`src/hw/rtl/rbs_pkg.sv`:
```
package rbs_pkg;

   // number format and datapath widths
   localparam int FRAC_BITS = 16;
   localparam int DW        = 32;
   localparam int NUM_W     = DW + 1 + FRAC_BITS;   // scaled |bound - origin|
   localparam int REM_IN_W  = NUM_W - DW;           // numerator bits above the quotient
   localparam int N_AXES    = 3;
   localparam int N_LANES   = 2 * N_AXES;
   localparam int N_STEPS   = DW;                   // one quotient bit per cell
   localparam int N_STAGES  = N_STEPS + 3;          // front, cells, two back stages
   localparam int CSR_IDX_W = 3;

   // register indexes
   localparam logic [CSR_IDX_W-1:0] CSR_ORIGIN_X    = 3'd0;
   localparam logic [CSR_IDX_W-1:0] CSR_ORIGIN_Y    = 3'd1;
   localparam logic [CSR_IDX_W-1:0] CSR_ORIGIN_Z    = 3'd2;
   localparam logic [CSR_IDX_W-1:0] CSR_DIRECTION_X = 3'd3;
   localparam logic [CSR_IDX_W-1:0] CSR_DIRECTION_Y = 3'd4;
   localparam logic [CSR_IDX_W-1:0] CSR_DIRECTION_Z = 3'd5;

   localparam logic signed [DW-1:0] T_MAX = {1'b0, {(DW-1){1'b1}}};
   localparam logic signed [DW-1:0] T_MIN = {1'b1, {(DW-1){1'b0}}};

   typedef struct packed {
      logic [N_AXES-1:0][DW-1:0] origin;
      logic [N_AXES-1:0][DW-1:0] direction;
   } ray_type;

   // one division in flight: partial remainder, numerator bits / quotient bits
   typedef struct packed {
      logic [DW:0]   rem;
      logic [DW-1:0] work;
      logic          neg;
      logic          ovf;
   } lane_type;

   typedef struct packed {
      lane_type [N_LANES-1:0] lane;
      logic [DW-1:0]          t_lo;
      logic [DW-1:0]          t_hi;
      logic [N_AXES-1:0]      zdir;
      logic                   zpass;
   } pipe_type;

endpackage

```
`src/hw/rtl/rbs_front.sv`:
```
module rbs_front (
   input  logic                                          clock,
   input  logic                                          en,
   input  rbs_pkg::ray_type                              ray,
   input  logic [rbs_pkg::N_AXES-1:0][rbs_pkg::DW-1:0]   dmag,
   input  logic [rbs_pkg::N_LANES-1:0][rbs_pkg::DW-1:0]  bound,
   input  logic [rbs_pkg::DW-1:0]                        t_lo,
   input  logic [rbs_pkg::DW-1:0]                        t_hi,
   output rbs_pkg::pipe_type                             out_ff
);
   import rbs_pkg::*;

   pipe_type out_in;

   // form scaled numerators, signs and overflow flags; check zero-direction slabs
   always_comb begin
      logic signed [DW:0]   diff;
      logic [DW:0]          mag;
      logic [NUM_W-1:0]     num;
      logic signed [DW-1:0] org;
      logic signed [DW-1:0] blo;
      logic signed [DW-1:0] bhi;
      logic signed [DW-1:0] smin;
      logic signed [DW-1:0] smax;
      out_in       = '0;
      out_in.t_lo  = t_lo;
      out_in.t_hi  = t_hi;
      out_in.zpass = 1'b1;
      for (int l = 0; l < N_LANES; l++) begin
         org  = $signed(ray.origin[l/2]);
         diff = $signed({bound[l][DW-1], bound[l]}) - $signed({org[DW-1], org});
         mag  = diff[DW] ? (~diff + 1'b1) : diff;
         num  = {mag, {FRAC_BITS{1'b0}}};
         out_in.lane[l].neg  = diff[DW] ^ ray.direction[l/2][DW-1];
         out_in.lane[l].ovf  = {{(DW-REM_IN_W){1'b0}}, num[NUM_W-1:DW]} >= dmag[l/2];
         out_in.lane[l].rem  = {{(DW+1-REM_IN_W){1'b0}}, num[NUM_W-1:DW]};
         out_in.lane[l].work = num[DW-1:0];
      end
      for (int a = 0; a < N_AXES; a++) begin
         org  = $signed(ray.origin[a]);
         blo  = $signed(bound[2*a]);
         bhi  = $signed(bound[2*a+1]);
         smin = (blo < bhi) ? blo : bhi;
         smax = (blo < bhi) ? bhi : blo;
         out_in.zdir[a] = (ray.direction[a] == '0);
         if (out_in.zdir[a] && (org < smin || org > smax)) begin
            out_in.zpass = 1'b0;
         end
      end
   end

   always_ff @(posedge clock) begin
      if (en) begin
         out_ff <= out_in;
      end
   end
endmodule

```
`config.mk`:
```
export PLATFORM = sky130hd
export DESIGN_NAME = rbs_front
export DESIGN_NICKNAME = d
export VERILOG_FILES = /design/src/hw/rtl/rbs_pkg.sv /design/src/hw/rtl/rbs_front.sv
export SDC_FILE = /design/constraint.sdc
export NUM_CORES = 2
export LEC_CHECK = 0
export ABC_CLOCK_PERIOD_IN_PS = 4800
export BUFFER_PORTS_ARGS = -buffer_cell sky130_fd_sc_hd__buf_2
export CORE_AREA = 2 2 399 401
export DETAILED_ROUTE_END_ITERATION = 8
export DIE_AREA = 0 0 401 403
export GPL_TIMING_DRIVEN = 0
export PLACE_DENSITY_LB_ADDON = 0.1
export RECOVER_POWER = 100
export SETUP_SLACK_MARGIN = 0.02
export SYNTH_ARGS = -nofsm -noshare
export SYNTH_HDL_FRONTEND = slang
export SYNTH_SLANG_ARGS = --single-unit
```
`constraint.sdc`:
```
create_clock -name clock -period 4.8 [get_ports clock]
set_input_delay 0 -clock clock [delete_from_list [all_inputs] [get_ports clock]]
set_output_delay 0 -clock clock [all_outputs]
set_load 0.01 [all_outputs]
```
==> impl_metrics.py <==
metrics = {
    "placement": {
        "gp_congestion": 0.859,
        "io_buffers": 823,
        "placedCellCount": 7127,
        "placed_area_um2": 43300,
        "hpwlAfterDp_um": 136000,
    },
    "cts": {
        "cts_htree_levels": 2,
        "cts_sinks": 278,
        "path_clk_slew_ns": 0.06,
        "cts_tree": "built",
        "cts_buffers": 40,
        "ctsRootBufferMaster": "clkbuf_16",
        "clockBufferDepth": 3,
    },
    "cells_and_area": {
        "largestRegisters": "out_ff x278",
        "area_delta_synth_final_pct": 36.6,
        "multi_input_area_um2": 27000,
        "nNetsFinal": 6471,
        "instances_no_fill": 7449,
        "top_register": "out_ff",
        "drive_above_1_share": 0.251,
        "largest_reg_flops": 278,
        "stdcell_area_um2": 48500,
        "seq_area_um2": 8350,
        "fill_cells": 17000,
    },
    "power_and_ir_drop": {
        "p_switching_w": 0.00586,
        "p_seq_frac": 0.252,
        "cellPowerDensity_nw_per_um2": 284,
        "sw_frac_of_total": 0.425,
        "combinationalPowerShare": 0.541,
        "clkPwrFrac": 0.207,
        "ir_drop_uv": 193,
        "internal_power_w": 0.00792,
        "p_leak_nw": 22.3,
        "finalPower_w": 0.0138,
    },
    "critical_path": {
        "crit_fanout": 5,
        "critPathBufInv": 3,
        "worstPathRequired_ns": 5.14,
        "critPathLaunchType": "primary input",
        "crit_slowest_cell": "or4b_4",
        "cpMostUsedCell": "a21o_1",
        "slowest_delay_ns": 0.51,
        "worst-setup-path-type": "primary input to flop",
        "cp_top_family": "compound AO/OA/AOI/OAI gates",
        "arrival_ns": 5.42,
        "crit_path_end_kind": "flop",
    },
    "drt": {
        "wl_per_cell_um": 21.4,
        "postRouteAntennaNets": 0,
        "viasPerCell": 4.65,
        "drc": 0,
        "drt_iter0_markers": 1776,
        "drtPass1Iterations": 5,
        "totalWireLength_um": 160000,
        "vias": 34700,
    },
    "global_routing": {
        "grt_max_degree": 102,
        "gr-usage-all-layers": 0.187,
        "busiest_layer": "met2",
        "gr-usage-met2": 0.322,
        "use_met3": 0.0266,
        "use_met1": 0.245,
        "overflow": 0,
        "grt_pass1_vias": 34100,
        "antenna_found_initial": 28,
        "grt_pass1_wl_um": 227000,
    },
    "logic_synthesis": {
        "netlist_instances": 4037,
        "synth_area_um2": 35500,
        "syn_area_per_cell_um2": 8.80,
        "ys_ff_latch": 278,
        "yosysWarnings": 0,
        "ys.flop_type": "edfxtp_1",
        "synth_top_cells_by_count": "ha_1 (582), inv_1 (313), a21oi_1 (312)",
        "async_reset_ff_frac": 0,
        "synth.area.top_cells": "edfxtp_1 (24%), ha_1 (21%), xnor2_1 (5.3%)",
        "synth_edf_count": 278,
        "synth.most_common_cell": "ha_1",
        "synth_top_area_cell": "edfxtp_1",
        "synth.distinct_cells": 95,
        "seq_area_frac_synth": 0.235,
        "synth_top_cell_area_share": 0.235,
    },
    "hold_path": {
        "hold_path.class": "primary input to flop",
    },
    "sta": {
        "slew_viol_final": 213,
        "max_slew_margin": -0.797,
        "worst_slack_ns": -0.289,
        "finalSetupViolCount": 6,
        "tightest_slew_ns": 2.70,
        "post-route-period-util": 1.06,
        "setup_tns_ns": -1.05,
        "max_freq_ghz": 0.196,
        "final.min_clock_period_ns": 5.09,
        "hold_violations": 0,
        "holdWs_ns": 0.0484,
        "rsz0062_at_grt": "true",
    },
    "status": {
        "violations": "capacitance limit, slew limit, setup timing",
        "status": "finished, violations left",
    },
    "floorplanning": {
        "core_um2": 157000,
        "num_rows": 146,
        "initial_utilization": 0.226,
        "io_pins": 1016,
        "die_width_um": 401,
        "die_area_um2": 162000,
        "dieHeight_um": 403,
    },
    "flow_run": {
        "cap_viol_max_count": 3,
    },
}
cell usage in the layout (no fill, tap or decap), drive strengths merged, types with 11 or more instances in the layout:
master / n
a31oi: 49
conb: 192
nand2: 207
a21oi: 317
nor2: 239
xor2: 124
o31ai: 37
a211oi: 46
or3: 23
and4: 11
diode: 11
o21a: 53
inv: 318
nor4: 51
nand3: 62
xnor2: 216
o21ai: 212
mux2i: 169
and3: 30
nor2b: 54
clkinv: 15
dlygate4sd3: 98
and2: 25
o211ai: 23
buf: 907
o21bai: 25
a221oi: 12
o2111ai: 11
nand2b: 37
a31o: 13
ha: 582
a21o: 195
nand4: 92
nor3: 73
or2: 14
edfxtp: 278
clkbuf: 388
power by group through the flow:
stage                     registers (W)  clock network [W]  logic (W)
after floorplan                 0.00371                  0    0.00399
after global placement          0.00354                  0    0.00672
after detailed placement        0.00352                  0    0.00673
after CTS                       0.00347            0.00301    0.00726
after global routing            0.00352            0.00306    0.00821
final                           0.00348            0.00285    0.00746
area by class of cell:
type | instances | area share
flip-flops and latches | 278 | 0.172
diodes | 11 | 0.000567
inverters | 313 | 0.0254
well taps | 2072 | 0.0534
repair buffers | 1089 | 0.128
plain buffers | 256 | 0.0399
multi-input cells | 3359 | 0.556
clock buffers | 48 | 0.0213
clock inverters | 23 | 0.00343
timing repair:
action | 4_1_cts | 5_1_grt
pin swaps | 101 | 168
gates resized for setup | 257 | 311
setup buffers | 100 | 66
cloned | 0 | 0
setup endpoints to repair | 7 | 7
hold endpoints to repair | 121 | 1
hold buffers | 97 | 1
per-layer routing:
layer	wire length, um	share of wire	vias up
li1	-	-	17200
met1	72800	0.46	16400
met2	75600	0.47	920
met3	7130	0.045	156
met4	4030	0.025	6
met5	40	0.00025	-
cell families after synthesis:
group	after synthesis	synth area share
buffers and inverters	591	0.0828
adder cells (fa/ha/maj)	588	0.208
multiplexers	172	0.0486
XOR/XNOR	340	0.0845
other	1	0.000106
AND/OR/NAND/NOR	966	0.139
flip-flops	278	0.235
AO/OA/AOI/OAI	1101	0.202
per-stage QoR:
step / setup WS [ns] / utilization
2_1_floorplan: -0.181 / -
3_3_place_gp: -3.12 / 0.274
3_5_place_dp: -3.10 / 0.275
4_1_cts: -0.341 / 0.301
5_1_grt: -0.469 / 0.308
6_report: -0.289 / 0.308
path summary, 6_finish.rpt:
check / start / to / slack, ns / cells after the start
worst min-delay path: ray[161] / out_ff[355] / 0.05 / 3
worst max-delay path: bound[97] / out_ff[269] / -0.29 / 27
(Power assumes the default switching activity.)
